$ cat config.mk
export PLATFORM = sky130hd
export DESIGN_NAME = one_wire_bus_master_top
export DESIGN_NICKNAME = d
export VERILOG_FILES = /design/src/rtl/core/owm_pkg.sv /design/src/rtl/core/owm_front.sv /design/src/rtl/core/owm_queue.sv /design/src/rtl/core/owm_back.sv /design/src/rtl/core/one_wire_bus_master_top.sv
export SDC_FILE = /design/constraint.sdc
export NUM_CORES = 1
export LEC_CHECK = 0
export ABC_AREA = 1
export BUFFER_PORTS_ARGS = -buffer_cell sky130_fd_sc_hd__buf_4
export CAP_MARGIN = 25
export CORE_UTILIZATION = 65
export CTS_CLUSTER_DIAMETER = 150
export DETAILED_ROUTE_END_ITERATION = 10
export PLACE_DENSITY_LB_ADDON = 0.15
export SETUP_SLACK_MARGIN = 0.2
export SYNTH_ARGS = -nofsm -noshare
export SYNTH_HDL_FRONTEND = slang
export SYNTH_SLANG_ARGS = --single-unit
export TNS_END_PERCENT = 10
$ cat constraint.sdc
create_clock -name clock -period 6.4 [get_ports clock]
set_clock_uncertainty 0.15 [all_clocks]
set_input_delay 0.32 -clock clock [delete_from_list [all_inputs] [get_ports clock]]
set_output_delay 0.32 -clock clock [all_outputs]
set_load 0.005 [all_outputs]
$ cat src/rtl/core/owm_pkg.sv
`default_nettype none
package owm_pkg;

   localparam int CFG_W          = 10;
   localparam int NUM_CFG        = 8;
   localparam int CFG_IDX_W      = 3;
   localparam int BYTE_W         = 8;
   localparam int BIT_IDX_W      = $clog2(BYTE_W);
   localparam int TIMER_BITS_DEF = 10;
   localparam int QUEUE_DEPTH    = 2;
   localparam int REQ_TDATA_W    = 16;
   localparam int REQ_TUSER_W    = 3;
   localparam int RSP_TDATA_W    = 16;

   // register indexes
   localparam logic [CFG_IDX_W-1:0] REG_RESET_LOW     = 3'd0;
   localparam logic [CFG_IDX_W-1:0] REG_PRESENCE_WAIT = 3'd1;
   localparam logic [CFG_IDX_W-1:0] REG_RESET_TAIL    = 3'd2;
   localparam logic [CFG_IDX_W-1:0] REG_WRITE_ONE_LOW = 3'd3;
   localparam logic [CFG_IDX_W-1:0] REG_SLOT          = 3'd4;
   localparam logic [CFG_IDX_W-1:0] REG_READ_LOW      = 3'd5;
   localparam logic [CFG_IDX_W-1:0] REG_READ_TAIL     = 3'd6;
   localparam logic [CFG_IDX_W-1:0] REG_RECOVERY      = 3'd7;

   typedef logic [NUM_CFG-1:0][CFG_W-1:0] cfg_regs_type;

   localparam cfg_regs_type CFG_INIT = {
      10'd0, 10'd60, 10'd2, 10'd50, 10'd1, 10'd400, 10'd80, 10'd480
   };

   // bus actions
   localparam logic [1:0] ACT_RESET = 2'd0;
   localparam logic [1:0] ACT_WRITE = 2'd1;
   localparam logic [1:0] ACT_READ  = 2'd2;

   // command kinds after classification
   localparam int KIND_W = 3;
   localparam logic [KIND_W-1:0] KIND_NONE  = 3'd0;
   localparam logic [KIND_W-1:0] KIND_RESET = 3'd1;
   localparam logic [KIND_W-1:0] KIND_WRITE = 3'd2;
   localparam logic [KIND_W-1:0] KIND_READ  = 3'd3;
   localparam logic [KIND_W-1:0] KIND_BAD   = 3'd4;

   typedef struct packed {
      logic [KIND_W-1:0] kind;
      logic [BYTE_W-1:0] wbyte;
      logic              bus;
   } item_type;

   typedef struct packed {
      logic              drive_low;
      logic              busy_res;
      logic              done_res;
      logic              presence;
      logic [BYTE_W-1:0] read_byte;
      logic              cmd_rejected;
   } rsp_type;

endpackage
`default_nettype wire

$ cat src/rtl/core/owm_front.sv
`default_nettype none
module owm_front (
   input  wire logic                               req_tvalid,
   output logic                                    req_tready,
   input  wire logic [owm_pkg::REQ_TDATA_W-1:0]    req_tdata,
   input  wire logic [owm_pkg::REQ_TUSER_W-1:0]    req_tuser,
   input  wire logic                               q_ready,
   output logic                                    q_push,
   output owm_pkg::item_type                       q_item
);

   logic       cmd_valid;
   logic [1:0] action;

   assign cmd_valid  = req_tuser[0];
   assign action     = req_tuser[2:1];
   assign req_tready = q_ready;
   assign q_push     = req_tvalid && q_ready;

   always_comb begin
      q_item.wbyte = req_tdata[owm_pkg::BYTE_W-1:0];
      q_item.bus   = req_tdata[owm_pkg::BYTE_W];
      q_item.kind  = owm_pkg::KIND_NONE;
      if (cmd_valid) begin
         case (action)
            owm_pkg::ACT_RESET: q_item.kind = owm_pkg::KIND_RESET;
            owm_pkg::ACT_WRITE: q_item.kind = owm_pkg::KIND_WRITE;
            owm_pkg::ACT_READ:  q_item.kind = owm_pkg::KIND_READ;
            default:            q_item.kind = owm_pkg::KIND_BAD;
         endcase
      end
   end

endmodule
`default_nettype wire

$ cat src/rtl/core/owm_queue.sv
`default_nettype none
module owm_queue (
   input  wire logic              clock,
   input  wire logic              reset,
   input  wire logic              push,
   input  wire owm_pkg::item_type push_item,
   output logic                   push_ready,
   input  wire logic              pop,
   output logic                   pop_valid,
   output owm_pkg::item_type      pop_item
);

   localparam int DEPTH = owm_pkg::QUEUE_DEPTH;
   localparam int PW    = (DEPTH > 1) ? $clog2(DEPTH) : 1;
   localparam int CW    = $clog2(DEPTH + 1);

   owm_pkg::item_type mem_ff [DEPTH];
   logic [PW-1:0] wr_ptr_ff, wr_ptr_in;
   logic [PW-1:0] rd_ptr_ff, rd_ptr_in;
   logic [CW-1:0] count_ff, count_in;
   logic          do_push, do_pop;

   assign push_ready = (count_ff != CW'(DEPTH));
   assign pop_valid  = (count_ff != '0);
   assign pop_item   = mem_ff[rd_ptr_ff];
   assign do_push    = push && push_ready;
   assign do_pop     = pop && pop_valid;

   always_comb begin
      wr_ptr_in = wr_ptr_ff;
      rd_ptr_in = rd_ptr_ff;
      count_in  = count_ff;
      if (do_push) begin
         wr_ptr_in = (wr_ptr_ff == PW'(DEPTH - 1)) ? '0 : wr_ptr_ff + 1'b1;
      end
      if (do_pop) begin
         rd_ptr_in = (rd_ptr_ff == PW'(DEPTH - 1)) ? '0 : rd_ptr_ff + 1'b1;
      end
      if (do_push && !do_pop) begin
         count_in = count_ff + 1'b1;
      end else if (do_pop && !do_push) begin
         count_in = count_ff - 1'b1;
      end
   end

   always_ff @(posedge clock) begin
      if (reset) begin
         wr_ptr_ff <= '0;
         rd_ptr_ff <= '0;
         count_ff  <= '0;
      end else begin
         wr_ptr_ff <= wr_ptr_in;
         rd_ptr_ff <= rd_ptr_in;
         count_ff  <= count_in;
      end
   end

   always_ff @(posedge clock) begin
      if (do_push) begin
         mem_ff[wr_ptr_ff] <= push_item;
      end
   end

endmodule
`default_nettype wire

$ cat src/rtl/core/owm_back.sv
`default_nettype none
module owm_back #(
   parameter int TIMER_BITS = owm_pkg::TIMER_BITS_DEF
) (
   input  wire logic                              clock,
   input  wire logic                              reset,
   input  wire logic                              csr_we,
   input  wire logic [owm_pkg::CFG_IDX_W-1:0]     csr_addr,
   input  wire logic [owm_pkg::CFG_W-1:0]         csr_wdata,
   input  wire logic                              q_valid,
   input  wire owm_pkg::item_type                 q_item,
   output logic                                   q_pop,
   output logic                                   rsp_valid,
   input  wire logic                              rsp_ready,
   output owm_pkg::rsp_type                       rsp_data
);

   localparam int CFG_W = owm_pkg::CFG_W;
   localparam int BW    = owm_pkg::BYTE_W;
   localparam int IW    = owm_pkg::BIT_IDX_W;
   localparam int LW    = (TIMER_BITS > CFG_W) ? TIMER_BITS : CFG_W;
   localparam logic [LW-1:0] LEN_MAX = LW'((64'd1 << TIMER_BITS) - 64'd1);
   localparam logic [IW-1:0] BIT_LAST = IW'(BW - 1);

   localparam logic [3:0] PH_IDLE       = 4'd0;
   localparam logic [3:0] PH_RST_LOW    = 4'd1;
   localparam logic [3:0] PH_RST_WAIT   = 4'd2;
   localparam logic [3:0] PH_RST_SAMPLE = 4'd3;
   localparam logic [3:0] PH_RST_TAIL   = 4'd4;
   localparam logic [3:0] PH_W1_LOW     = 4'd5;
   localparam logic [3:0] PH_W1_REL     = 4'd6;
   localparam logic [3:0] PH_W0_LOW     = 4'd7;
   localparam logic [3:0] PH_W0_REC     = 4'd8;
   localparam logic [3:0] PH_RD_LOW     = 4'd9;
   localparam logic [3:0] PH_RD_SAMPLE  = 4'd10;
   localparam logic [3:0] PH_RD_TAIL    = 4'd11;

   owm_pkg::cfg_regs_type  cfg_ff, cfg_in;
   logic [3:0]             phase_ff, phase_in;
   logic [TIMER_BITS-1:0]  tick_ff, tick_in;
   logic [IW-1:0]          bit_ff, bit_in;
   logic [BW-1:0]          shift_ff, shift_in;
   logic [1:0]             op_ff, op_in;
   logic                   pres_ff, pres_in;
   logic [BW-1:0]          rdbyte_ff, rdbyte_in;
   logic                   rsp_valid_ff, rsp_valid_in;
   owm_pkg::rsp_type       rsp_ff, rsp_in;

   logic                   step;
   logic                   idle, start, rejected, active;
   logic [3:0]             cur_phase, p1, eob_phase, nxt_phase;
   logic [TIMER_BITS-1:0]  cur_tick, tick_next;
   logic [IW-1:0]          cur_bit;
   logic [BW-1:0]          cur_shift, shift_s, eob_shift;
   logic [1:0]             cur_op;
   logic                   pres_s;
   logic [CFG_W-1:0]       len_sel;
   logic                   len_min1;
   logic [LW-1:0]          len_raw, len_clip;
   logic                   phase_end, bit_end_phase, skip_to_eob, skip_rst, eob, last_bit;
   logic                   drive;

   assign step  = q_valid && (!rsp_valid_ff || rsp_ready);
   assign q_pop = step;

   always_comb begin
      cfg_in = cfg_ff;
      for (int i = 0; i < owm_pkg::NUM_CFG; i++) begin
         if (csr_we && (csr_addr == owm_pkg::CFG_IDX_W'(i))) begin
            cfg_in[i] = csr_wdata;
         end
      end
   end

   // front end of the tick: command start or rejection
   always_comb begin
      idle     = (phase_ff == PH_IDLE);
      start    = idle && ((q_item.kind == owm_pkg::KIND_RESET) ||
                          (q_item.kind == owm_pkg::KIND_WRITE) ||
                          (q_item.kind == owm_pkg::KIND_READ));
      rejected = (q_item.kind != owm_pkg::KIND_NONE) &&
                 (!idle || (q_item.kind == owm_pkg::KIND_BAD));
      cur_phase = phase_ff;
      cur_tick  = tick_ff;
      cur_bit   = bit_ff;
      cur_shift = shift_ff;
      cur_op    = op_ff;
      if (start) begin
         cur_tick = '0;
         cur_bit  = '0;
         case (q_item.kind)
            owm_pkg::KIND_RESET: begin
               cur_op    = owm_pkg::ACT_RESET;
               cur_phase = PH_RST_LOW;
            end
            owm_pkg::KIND_WRITE: begin
               cur_op    = owm_pkg::ACT_WRITE;
               cur_shift = q_item.wbyte;
               cur_phase = q_item.wbyte[0] ? PH_W1_LOW : PH_W0_LOW;
            end
            owm_pkg::KIND_READ: begin
               cur_op    = owm_pkg::ACT_READ;
               cur_shift = '0;
               cur_phase = PH_RD_LOW;
            end
            default: begin
               cur_phase = phase_ff;
            end
         endcase
      end
   end

   // phase length, clipped to the timer range
   always_comb begin
      len_min1 = 1'b1;
      case (cur_phase)
         PH_RST_LOW:  len_sel = cfg_ff[owm_pkg::REG_RESET_LOW];
         PH_RST_WAIT: len_sel = cfg_ff[owm_pkg::REG_PRESENCE_WAIT];
         PH_W1_LOW:   len_sel = cfg_ff[owm_pkg::REG_WRITE_ONE_LOW];
         PH_W1_REL:   len_sel = cfg_ff[owm_pkg::REG_SLOT];
         PH_W0_LOW:   len_sel = cfg_ff[owm_pkg::REG_SLOT];
         PH_RD_LOW:   len_sel = cfg_ff[owm_pkg::REG_READ_LOW];
         PH_RST_TAIL: begin
            len_sel  = cfg_ff[owm_pkg::REG_RESET_TAIL];
            len_min1 = 1'b0;
         end
         PH_W0_REC: begin
            len_sel  = cfg_ff[owm_pkg::REG_RECOVERY];
            len_min1 = 1'b0;
         end
         PH_RD_TAIL: begin
            len_sel  = cfg_ff[owm_pkg::REG_READ_TAIL];
            len_min1 = 1'b0;
         end
         default: len_sel = CFG_W'(1);
      endcase
      len_raw = LW'(len_sel);
      if (len_min1 && (len_sel == '0)) begin
         len_raw = LW'(1);
      end
      len_clip = (len_raw > LEN_MAX) ? LEN_MAX : len_raw;
   end

   // back end of the tick: line action, sampling and phase advance
   always_comb begin
      active = (cur_phase != PH_IDLE);
      drive  = (cur_phase == PH_RST_LOW) || (cur_phase == PH_W1_LOW) ||
               (cur_phase == PH_W0_LOW) || (cur_phase == PH_RD_LOW);
      shift_s = cur_shift;
      if (cur_phase == PH_RD_SAMPLE) begin
         shift_s = {q_item.bus, cur_shift[BW-1:1]};
      end
      pres_s = pres_ff;
      if (cur_phase == PH_RST_SAMPLE) begin
         pres_s = !q_item.bus;
      end
      tick_next = cur_tick + TIMER_BITS'(1);
      phase_end = active && (LW'(tick_next) >= len_clip);

      case (cur_phase)
         PH_RST_LOW:    p1 = PH_RST_WAIT;
         PH_RST_WAIT:   p1 = PH_RST_SAMPLE;
         PH_RST_SAMPLE: p1 = PH_RST_TAIL;
         PH_W1_LOW:     p1 = PH_W1_REL;
         PH_W0_LOW:     p1 = PH_W0_REC;
         PH_RD_LOW:     p1 = PH_RD_SAMPLE;
         PH_RD_SAMPLE:  p1 = PH_RD_TAIL;
         default:       p1 = PH_IDLE;
      endcase

      // a tail of zero length is skipped straight to what follows it
      bit_end_phase = (cur_phase == PH_W1_REL) || (cur_phase == PH_W0_REC) ||
                      (cur_phase == PH_RD_TAIL);
      skip_to_eob   = ((p1 == PH_W0_REC) && (cfg_ff[owm_pkg::REG_RECOVERY] == '0)) ||
                      ((p1 == PH_RD_TAIL) && (cfg_ff[owm_pkg::REG_READ_TAIL] == '0));
      skip_rst      = (p1 == PH_RST_TAIL) && (cfg_ff[owm_pkg::REG_RESET_TAIL] == '0);
      eob           = bit_end_phase || skip_to_eob;

      last_bit  = (cur_bit == BIT_LAST);
      eob_shift = (cur_op == owm_pkg::ACT_WRITE) ? (shift_s >> 1) : shift_s;
      if (last_bit) begin
         eob_phase = PH_IDLE;
      end else if (cur_op == owm_pkg::ACT_WRITE) begin
         eob_phase = eob_shift[0] ? PH_W1_LOW : PH_W0_LOW;
      end else begin
         eob_phase = PH_RD_LOW;
      end

      nxt_phase = cur_phase;
      if (phase_end) begin
         if (eob) begin
            nxt_phase = eob_phase;
         end else if (skip_rst) begin
            nxt_phase = PH_IDLE;
         end else begin
            nxt_phase = p1;
         end
      end
   end

   always_comb begin
      phase_in  = phase_ff;
      tick_in   = tick_ff;
      bit_in    = bit_ff;
      shift_in  = shift_ff;
      op_in     = op_ff;
      pres_in   = pres_ff;
      rdbyte_in = rdbyte_ff;
      rsp_in    = rsp_ff;
      if (step) begin
         phase_in = nxt_phase;
         tick_in  = phase_end ? '0 : (active ? tick_next : cur_tick);
         bit_in   = cur_bit;
         shift_in = shift_s;
         op_in    = cur_op;
         pres_in  = pres_s;
         if (phase_end && eob) begin
            if (last_bit) begin
               if (cur_op == owm_pkg::ACT_READ) begin
                  rdbyte_in = shift_s;
               end
            end else begin
               bit_in   = cur_bit + 1'b1;
               shift_in = eob_shift;
            end
         end
         rsp_in.drive_low    = active && drive;
         rsp_in.busy_res     = active;
         rsp_in.done_res     = phase_end && (nxt_phase == PH_IDLE);
         rsp_in.presence     = pres_in;
         rsp_in.read_byte    = rdbyte_in;
         rsp_in.cmd_rejected = rejected;
      end
      rsp_valid_in = step || (rsp_valid_ff && !rsp_ready);
   end

   always_ff @(posedge clock) begin
      if (reset) begin
         cfg_ff       <= owm_pkg::CFG_INIT;
         phase_ff     <= PH_IDLE;
         tick_ff      <= '0;
         bit_ff       <= '0;
         shift_ff     <= '0;
         op_ff        <= owm_pkg::ACT_RESET;
         pres_ff      <= 1'b0;
         rdbyte_ff    <= '0;
         rsp_valid_ff <= 1'b0;
      end else begin
         cfg_ff       <= cfg_in;
         phase_ff     <= phase_in;
         tick_ff      <= tick_in;
         bit_ff       <= bit_in;
         shift_ff     <= shift_in;
         op_ff        <= op_in;
         pres_ff      <= pres_in;
         rdbyte_ff    <= rdbyte_in;
         rsp_valid_ff <= rsp_valid_in;
      end
   end

   always_ff @(posedge clock) begin
      rsp_ff <= rsp_in;
   end

   assign rsp_valid = rsp_valid_ff;
   assign rsp_data  = rsp_ff;

`ifndef SYNTH
   a_done_busy: assert property (@(posedge clock) disable iff (reset)
      rsp_valid_ff && rsp_ff.done_res |-> rsp_ff.busy_res)
      else $error("done beat without busy");

   a_drive_busy: assert property (@(posedge clock) disable iff (reset)
      rsp_valid_ff && rsp_ff.drive_low |-> rsp_ff.busy_res)
      else $error("line driven while not busy");

   a_idle_timer: assert property (@(posedge clock) disable iff (reset)
      phase_ff == PH_IDLE |-> tick_ff == '0)
      else $error("timer running while idle");

   a_step_out: assert property (@(posedge clock) disable iff (reset)
      step |=> rsp_valid_ff)
      else $error("consumed tick produced no beat");

   a_hold_phase: assert property (@(posedge clock) disable iff (reset)
      !step |=> $stable(phase_ff) && $stable(tick_ff))
      else $error("sequencer moved without a tick");
`endif

endmodule
`default_nettype wire

$ cat src/rtl/core/one_wire_bus_master_top.sv
// 1-Wire bus master. Each req beat is one microsecond tick of the bus timebase and
// carries the sampled line level plus an optional command (reset with presence
// detect, write byte, read byte); each tick returns exactly one rsp beat with the
// line drive, busy, done (tlast), presence, last read byte and a reject flag.
// Commands offered while busy, or with an unknown action, are rejected. The block
// sustains one beat per clock while neither side stalls: a classifier feeds a
// two-entry queue, and the sequencer consumes one tick per cycle into an output
// register; either side may stall freely. Phase timings come from eight 10-bit
// csr registers, written only while idle, a user rule the block does not enforce.
`default_nettype none
module one_wire_bus_master_top #(
   parameter int TIMER_BITS = owm_pkg::TIMER_BITS_DEF
) (
   input  wire logic                            clock,
   input  wire logic                            reset,
   input  wire logic                            req_tvalid,
   output logic                                 req_tready,
   // write_byte[7:0], bus_level[8], zero pad
   input  wire logic [owm_pkg::REQ_TDATA_W-1:0] req_tdata,
   // cmd_valid[0], action[2:1]
   input  wire logic [owm_pkg::REQ_TUSER_W-1:0] req_tuser,
   output logic                                 rsp_tvalid,
   input  wire logic                            rsp_tready,
   // drive_low[0], busy_res[1], presence[2], read_byte[10:3], cmd_rejected[11], pad
   output logic [owm_pkg::RSP_TDATA_W-1:0]      rsp_tdata,
   output logic                                 rsp_tlast,
   input  wire logic                            csr_we,
   input  wire logic [owm_pkg::CFG_IDX_W-1:0]   csr_addr,
   input  wire logic [owm_pkg::CFG_W-1:0]       csr_wdata
);

   logic              q_ready, q_push, q_valid, q_pop;
   owm_pkg::item_type push_item, pop_item;
   owm_pkg::rsp_type  rsp_data;

   owm_front u_front (
      .req_tvalid (req_tvalid),
      .req_tready (req_tready),
      .req_tdata  (req_tdata),
      .req_tuser  (req_tuser),
      .q_ready    (q_ready),
      .q_push     (q_push),
      .q_item     (push_item)
   );

   owm_queue u_queue (
      .clock      (clock),
      .reset      (reset),
      .push       (q_push),
      .push_item  (push_item),
      .push_ready (q_ready),
      .pop        (q_pop),
      .pop_valid  (q_valid),
      .pop_item   (pop_item)
   );

   owm_back #(
      .TIMER_BITS (TIMER_BITS)
   ) u_back (
      .clock     (clock),
      .reset     (reset),
      .csr_we    (csr_we),
      .csr_addr  (csr_addr),
      .csr_wdata (csr_wdata),
      .q_valid   (q_valid),
      .q_item    (pop_item),
      .q_pop     (q_pop),
      .rsp_valid (rsp_tvalid),
      .rsp_ready (rsp_tready),
      .rsp_data  (rsp_data)
   );

   assign rsp_tlast = rsp_data.done_res;
   assign rsp_tdata = {4'b0000, rsp_data.cmd_rejected, rsp_data.read_byte,
                       rsp_data.presence, rsp_data.busy_res, rsp_data.drive_low};

endmodule
`default_nettype wire

==> results of run 1 <==
## path summary, 6_finish.rpt
kind,from,end,slack [ns]
hold / removal,rsp_tready,u_back.rsp_valid,0.04
hold reg to reg,u_back.cfg_ff[59],u_back.cfg_ff[59],0.31
setup / recovery,flop,u_back.shift_ff[5],1.20
setup reg to reg,flop,u_back.shift_ff[5],1.20
## cell families (layout without fill, tap and decap cells)
logic type / count (synthesis) / in the layout / share of synthesized area
buffers and inverters: 180 / 218 / 0.08750
XOR/XNOR: 4 / 4 / 0.004069
multiplexers: 3 / 3 / 0.003489
adder cells (fa/ha/maj): 16 / 16 / 0.02326
AND/OR/NAND/NOR: 728 / 728 / 0.3606
AO/OA/AOI/OAI: 176 / 176 / 0.1078
flip-flops: 159 / 159 / 0.4128
other: 1 / 4 / 0.0004356
## worst reg2reg max path, delay by kind of cell (launching register included)
| kind | cells | cell delay [ns] |
|---|---|---|
| AND/OR/NAND/NOR | 22 | 2.88 |
| flip-flops | 1 | 0.72 |
| AO/OA/AOI/OAI | 2 | 0.41 |
| buffers and inverters | 3 | 0.65 |
| adder cells (fa/ha/maj) | 1 | 0.29 |
## cell usage in the layout (no fill, tap or decap), types with 5 or more instances in the layout
cell	n
nor3_1	9
clkbuf_16	17
nor2_1	196
nand3_1	88
ha_1	16
o211ai_1	10
nor2_2	10
buf_4	51
clkinv_1	5
nor4_1	6
inv_1	109
o21ai_0	90
a21oi_1	57
nand2_1	381
dfxtp_1	122
nand2_2	11
edfxtp_1	37
dlygate4sd3_1	9
inv_2	12
o21ai_1	10
nor2_4	5
## layout make-up
type,instances,area (sq um),share of cell area
flip-flops and latches,159,3553,0.3691
clock inverters,14,167.7,0.01741
multi-input cells,931,4317,0.4483
inverters,126,473.0,0.04912
well taps,172,215.2,0.02235
clock buffers,18,429.2,0.04457
repair buffers,60,473.0,0.04912
## per-layer routing
| layer | track usage | wire length [um] | share of wire | vias up |
|---|---|---|---|---|
| met3 | 0.06231 | 1756 | 0.082 | 57 |
| met1 | 0.4750 | 9664 | 0.45 | 3657 |
| met5 | 0 | 0 | 0 | - |
| met2 | 0.5061 | 9482 | 0.44 | 346 |
| li1 | - | - | - | 4094 |
| met4 | 0.1215 | 522 | 0.024 | 0 |
## sequential cells by signal (all words and copies together), names as in the netlist, 3 cells and up, named ones only
register          count
u_back.shift_ff       8
u_back.rsp_data      13
u_back.tick_ff       10
u_back.rdbyte_ff      8
u_back.phase_ff       4
u_back.bit_ff         3
u_back.cfg_ff        80
u_queue.mem_ff       24
## metrics by stage
step / cells / hold slack (ns) / utilization / power (mW)
4_1_cts: 1478 / 0.03905 / 0.7526 / 4.160
6_report: 1480 / 0.04477 / 0.7537 / 4.186
3_3_place_gp: 1437 / 0.2867 / 0.6988 / 3.073
3_5_place_dp: 1437 / 0.2940 / 0.6988 / 3.123
5_1_grt: 1480 / 0.05266 / 0.7537 / 4.483
2_1_floorplan: 1270 / 0.2689 / - / 2.712
## where the power goes
part	leakage [nW]	switching, mW	internal (mW)
clock network	0.288	0.453	0.588
logic	2.98	1.25	0.573
registers	1.35	0.0984	1.22
total	4.62	1.80	2.38
## what timing repair did
action	4_1_cts	5_1_grt
hold buffers	9	0
endpoints found under the setup margin	0	0
endpoints found under the hold margin	18	0
==> impl_metrics.csv, run 1 <==
group,metric,value,unit
outcome,status,"finished, final reports clean",
floorplan,placementRows,41,
cts,tritoncts,"done",
cts,htree_levels,4,
floorplan,die_h,117.1,um
cells_and_area,fin_nets,1348,
timing,tightest_slew,0.8432,ns
logic_synthesis,synth_ff_type,"dfxtp_1",
worst_setup_path,critPathArrivalTime,5.42,ns
floorplan,die_width,117.1,um
logic_synthesis,yosysSeqAreaShare,0.4128,
grt,track_usage,0.3336,
logic_synthesis,postSynthCellCount,1267,
drt,via_per_inst,5.509,
logic_synthesis,ys_seq_elements,159,
cts,cts_setup_buffers,0,
drt,drt-total-wl,21.43,mm
placed_design,port_buffers,44,
timing,max_freq,0.1925,GHz
logic_synthesis,synth_area_leaders,"dfxtp_1 28%, nand2_1 17%, edfxtp_1 13%",
pwr,power.density,434.7,mW/mm^2
hold_path,min_path_type,"input pin to flop",
worst_setup_path,crit_required,6.62,ns
grt,grt_pass1_vias,7050,
worst_setup_path,r2r_cells,28,
timing,post-route-min-period,5.195,ns
floorplan,die_area,0.01371,sq mm
worst_setup_path,cp_slowest_stage_delay,0.72,ns
grt,grt_overflow,0,
run,maxCapViolCount,0,
worst_setup_path,cp.depth,28,
logic_synthesis,netlist_area,0.008608,sq mm
cells_and_area,area_delta_synth_final,11.85,%
grt,grt_pass1_wl,34.79,mm
timing,drv_slew,0,
drt,drt_iter0_drc,1194,
logic_synthesis,async_reset_ff_frac,0,
drt,drtPass1Iterations,5,
timing,rsz0062_at_grt,"no",
drt,drc,0,
cts,numClockSinks,159,
logic_synthesis,yosysUniqueCellTypes,41,
drt,vias,8154,
pwr,leakagePower,4.618,nW
logic_synthesis,yosys.area.top_type,"dfxtp_1",
grt,grt_max_degree,87,
timing,fin_ws,1.205,ns
worst_setup_path,end_kind,"flop",
logic_synthesis,synth_edf_count,37,
cts,cts_resized,0,
cts,cts_buffers,17,
pwr,peakVddDrop,0.0002722,V
worst_setup_path,critPathTopFamily,"simple AND/OR/NAND/NOR gates",
worst_setup_path,cpMaxStageDelayCell,"dfxtp_1",
worst_setup_path,critPathBufInv,3,
cells_and_area,drive_above_1_share,0.1047,
worst_setup_path,critPathLaunchType,"flop",
drt,wl_per_cell,14.48,um
floorplan,top_level_ports,56,
grt,antenna_found_initial,0,
timing,timing.slew.headroom,0.4363,
cells_and_area,n_antenna_cell,0,
cts,clkLatencyLatePin,0.44,ns
placed_design,dp_slack,1.252,ns
logic_synthesis,synth_commonest_cells,"381 x nand2_1, 196 x nor2_1, 122 x dfxtp_1",
floorplan,core_area,0.01277,sq mm
placed_design,place_congestion,0.9253,
cts,cts_max_path_buffers,2,
cts,clk_pin_slew,0.07,ns
timing,tns,0,ns
timing,finalSetupViolations,0,
cts,cts_root_buf,"clkbuf_16",
worst_setup_path,criticalPathCategory,"flop to flop",
drt,postRouteAntennaNets,0,
worst_setup_path,crit_path_frequent_cell,"nand2_1",
worst_setup_path,path_max_fanout,17,
cells_and_area,postLayoutCellArea,0.009628,sq mm
logic_synthesis,synth.most_common_cell,"nand2_1",
hold_path,hold_depth,4,
timing,post-route-period-util,0.8117,
logic_synthesis,syn_area_per_cell,6.794,sq um
placed_design,dpl-instance-area,0.008926,sq mm
cells_and_area,fill_cells,1017,
floorplan,start_util,0.6739,
placed_design,dp_hpwl,14.30,mm
timing,hold_viol,0,
logic_synthesis,yosys_warnings,0,
logic_synthesis,yosys.area.top_type_share,0.2837,
Power figures use the tool's default switching activity.
==> inputs of run 2 (changes only) <==
--- a/config.mk
+++ b/config.mk
@@ -5,10 +5,10 @@
 export SDC_FILE = /design/constraint.sdc
 export NUM_CORES = 1
 export LEC_CHECK = 0
-export ABC_AREA = 1
+export ABC_AREA = 0
 export BUFFER_PORTS_ARGS = -buffer_cell sky130_fd_sc_hd__buf_4
 export CAP_MARGIN = 25
-export CORE_UTILIZATION = 65
+export CORE_UTILIZATION = 55
 export CTS_CLUSTER_DIAMETER = 150
 export DETAILED_ROUTE_END_ITERATION = 10
 export PLACE_DENSITY_LB_ADDON = 0.15
==> constraint.sdc (replaced) <==
create_clock -name clock -period 4.6 [get_ports clock]
set_clock_uncertainty 0.15 [all_clocks]
set_input_delay 0.23 -clock clock [delete_from_list [all_inputs] [get_ports clock]]
set_output_delay 0.23 -clock clock [all_outputs]
set_load 0.005 [all_outputs]
==> impl_metrics.csv, run 2 <==
group,metric,value,unit
cells_and_area,n_antenna_cell,0,
floorplan,die_area,0.01516,sq mm
floorplan,core_area,0.01410,sq mm
worst_setup_path,end_kind,"flop",
grt,track_usage,0.3382,
drt,drc,0,
cts,numClockSinks,159,
logic_synthesis,synth_area_leaders,"dfxtp_1 30%, edfxtp_1 14%, nand2_1 9.0%",
timing,rsz0062_at_grt,"yes",
logic_synthesis,yosysUniqueCellTypes,82,
drt,met1_length,11.00,mm
placed_design,dp_cells,1179,
worst_setup_path,crit_chain,"or4_4 > o41a_1 > nor3_4 > and3_1 > buf_4 > a222oi_1 > and4_1 > buf_4 > ha_1 > a21o_1 > a2111oi_0 > o21ai_1 > a221o_2 > o2111ai_4 > o22ai_4 > buf_12 > a211o_1 > o31ai_2",
cts,clk_pin_slew,0.07,ns
floorplan,start_util,0.5725,
grt,grt_overflow,0,
cts,cts_root_buf,"clkbuf_16",
placed_design,port_buffers,44,
worst_setup_path,crit_path_start,"u_back.phase_ff[0]",
drt,routed.top_layer,"met4",
drt,drtPass1Iterations,6,
logic_synthesis,synth_ff_type,"dfxtp_1",
worst_setup_path,crit_path_frequent_cell,"buf_4",
logic_synthesis,yosysSeqAreaShare,0.4403,
worst_setup_path,critPathArrivalTime,5.16,ns
pwr,power.total,6.575,mW
timing,post-route-period-util,1.080,
worst_setup_path,path_max_fanout,9,
pwr,internal_power,3.956,mW
worst_setup_path,crit_required,4.79,ns
drt,met2_length,11.00,mm
cells_and_area,area_delta_synth_final,25.38,%
timing,post-route-min-period,4.968,ns
run,maxCapViolCount,0,
pwr,p_sw_frac,0.3984,
outcome,violations,"negative setup slack",
cells_and_area,fin_nets,1101,
placed_design,dpl-instance-area,0.009092,sq mm
cells_and_area,utilization,0.7178,
worst_setup_path,critPathTopFamily,"compound AO/OA/AOI/OAI gates",
pwr,switching_power,2.619,mW
logic_synthesis,netlist_area,0.008070,sq mm
timing,fin_hold_ws,0.01834,ns
cells_and_area,layout_commonest_cell,"nand2_1",
drt,wl_met3,1.854,mm
cts,htree_levels,4,
pwr,leakagePower,3.847,nW
timing,finalSetupViolations,42,
floorplan,die_h,123.1,um
timing,max_freq,0.2013,GHz
pwr,peakVddDrop,0.0004181,V
drt,drt_iter0_drc,919,
hold_path,min_path_type,"input pin to flop",
cells_and_area,final_cells,1241,
logic_synthesis,async_reset_ff_frac,0,
logic_synthesis,synth.most_common_cell,"nand2_1",
logic_synthesis,yosys_warnings,0,
grt,antenna_found_initial,0,
hold_path,hold_path.startpoint,"req_tvalid",
pwr,power.density,649.8,mW/mm^2
worst_setup_path,criticalPathCategory,"flop to flop",
drt,vias,7610,
cts,tritoncts,"done",
pwr,pwr-share-comb,0.518,
grt,grt_pass1_wl,38.18,mm
logic_synthesis,yosys.area.top_type,"dfxtp_1",
logic_synthesis,yosys.area.top_type_share,0.3026,
drt,drt-total-wl,24.42,mm
pwr,clockPowerShare,0.215,
grt,grt_pass1_vias,7125,
timing,tightest_slew,1.041,ns
timing,timing.slew.headroom,0.3036,
drt,wl_per_cell,19.68,um
placed_design,dp_hpwl,17.02,mm
cells_and_area,postLayoutCellArea,0.01012,sq mm
cells_and_area,largest_register_ffs,80,
logic_synthesis,synth_edf_count,37,
timing,fin_ws,-0.3678,ns
drt,via_per_inst,6.132,
cells_and_area,final_cell_mix,"192 x nand2_1, 137 x buf_4, 120 x dfxtp_1",
floorplan,placementRows,43,
outcome,status,"finished, violations left",
logic_synthesis,ys_seq_elements,159,
worst_setup_path,critPathLaunchType,"flop",
worst_setup_path,r2r_start,"u_back.phase_ff[0]",
timing,drv_slew,0,
logic_synthesis,postSynthCellCount,918,
worst_setup_path,critPathBufInv,3,
placed_design,place_congestion,0.9585,
cells_and_area,top_register,"u_back.cfg_ff",
pwr,seq_power_share,0.267,
floorplan,top_level_ports,56,
logic_synthesis,synth_commonest_cells,"193 x nand2_1, 122 x dfxtp_1, 81 x a21oi_1",
logic_synthesis,syn_area_per_cell,8.791,sq um
floorplan,die_width,123.1,um
cts,cts_max_path_buffers,2,
timing,hold_viol,0,
grt,grt_max_degree,67,
drt,postRouteAntennaNets,0,
worst_setup_path,cpMaxStageDelayCell,"o41a_1",
cts,clkLatencyLatePin,0.45,ns
worst_setup_path,cp_slowest_stage_delay,0.56,ns
cts,cts_buffers,17,
cells_and_area,drive_above_1_share,0.2158,
## run 2: cell count changes after synthesis, moves of 24 or more
cell     previous run  this run
nor2_1            196        65
nand3_1            88        12
mux2i_1             3        39
nand2_1           381       193
inv_1             110        17
o21ai_0            90        24
a21oi_1            57        81
## run 2: path summary, 6_finish.rpt
check                                           end  slack, ns  depth (start not counted)
worst min register to register    u_back.cfg_ff[15]       0.31                          2
worst max register to register  u_back.rdbyte_ff[0]      -0.37                         18
worst min-delay path              u_queue.wr_ptr_ff       0.02                          4
worst max-delay path            u_back.rdbyte_ff[0]      -0.37                         18
## run 2: logic make-up (layout without fill, tap and decap cells)
group | after synthesis | after routing | share of synthesized area
buf+inv | 76 | 216 | 0.04263
flops | 159 | 159 | 0.4403
simple gates | 388 | 388 | 0.2267
fa+ha+maj | 16 | 16 | 0.02481
xor+xnor | 12 | 12 | 0.01302
compound gates | 224 | 224 | 0.1995
other cells | 1 | 4 | 0.0004647
mux | 42 | 42 | 0.05256
## run 2: what timing repair did
item | CTS | global route
gates resized for setup | 33 | 6
endpoints found under the hold margin | 102 | 0
pin swaps | 38 | 11
gates cloned | 1 | 0
setup buffers | 6 | 0
setup endpoints to repair | 42 | 42
hold buffers | 21 | 0
## run 2: layer usage
metal | vias up | global-route usage
li1 | 3576 | -
met1 | 3634 | 0.4763
met2 | 353 | 0.5175
met3 | 47 | 0.06411
met4 | 0 | 0.1190
met5 | - | 0
## run 2: area by class of cell
type	instances	area, sq um
multi-input cells	686	4325
repair buffers	167	1363
clock inverters	9	96.34
fillers	1066	3978
inverters	17	63.81
clock buffers	23	489.2
flip-flops and latches	159	3556
well taps	180	225.2
## run 2: per-stage QoR
stage                     setup WS (ns)  TNS (ns)
after floorplan                 -0.1027   -0.5034
after global placement          -0.3748    -10.23
after detailed placement        -0.3958    -11.62
after CTS                       -0.3027    -7.527
after global routing            -0.4687    -15.84
final                           -0.3678    -10.95
## run 2: worst reg2reg max path, stage by stage, from the launching register on
cell and delay [ns]:
dfxtp_2 0.32, or4_4 0.53, o41a_1 0.56, nor3_4 0.21, and3_1 0.31, buf_4 0.16
a222oi_1 0.06, and4_1 0.27, buf_4 0.13, ha_1 0.17, a21o_1 0.15, a2111oi_0 0.43
o21ai_1 0.14, a221o_2 0.48, o2111ai_4 0.11, o22ai_4 0.13, buf_12 0.16, a211o_1 0.31
o31ai_2 0.08
## run 2: power by group through the flow
stage	sequential, mW	combinational, mW	clock, mW
2_1_floorplan	1.76	1.75	0
3_3_place_gp	1.77	2.93	0
3_5_place_dp	1.78	3.00	0
4_1_cts	1.75	3.29	1.43
5_1_grt	1.77	3.65	1.49
6_report	1.76	3.40	1.41
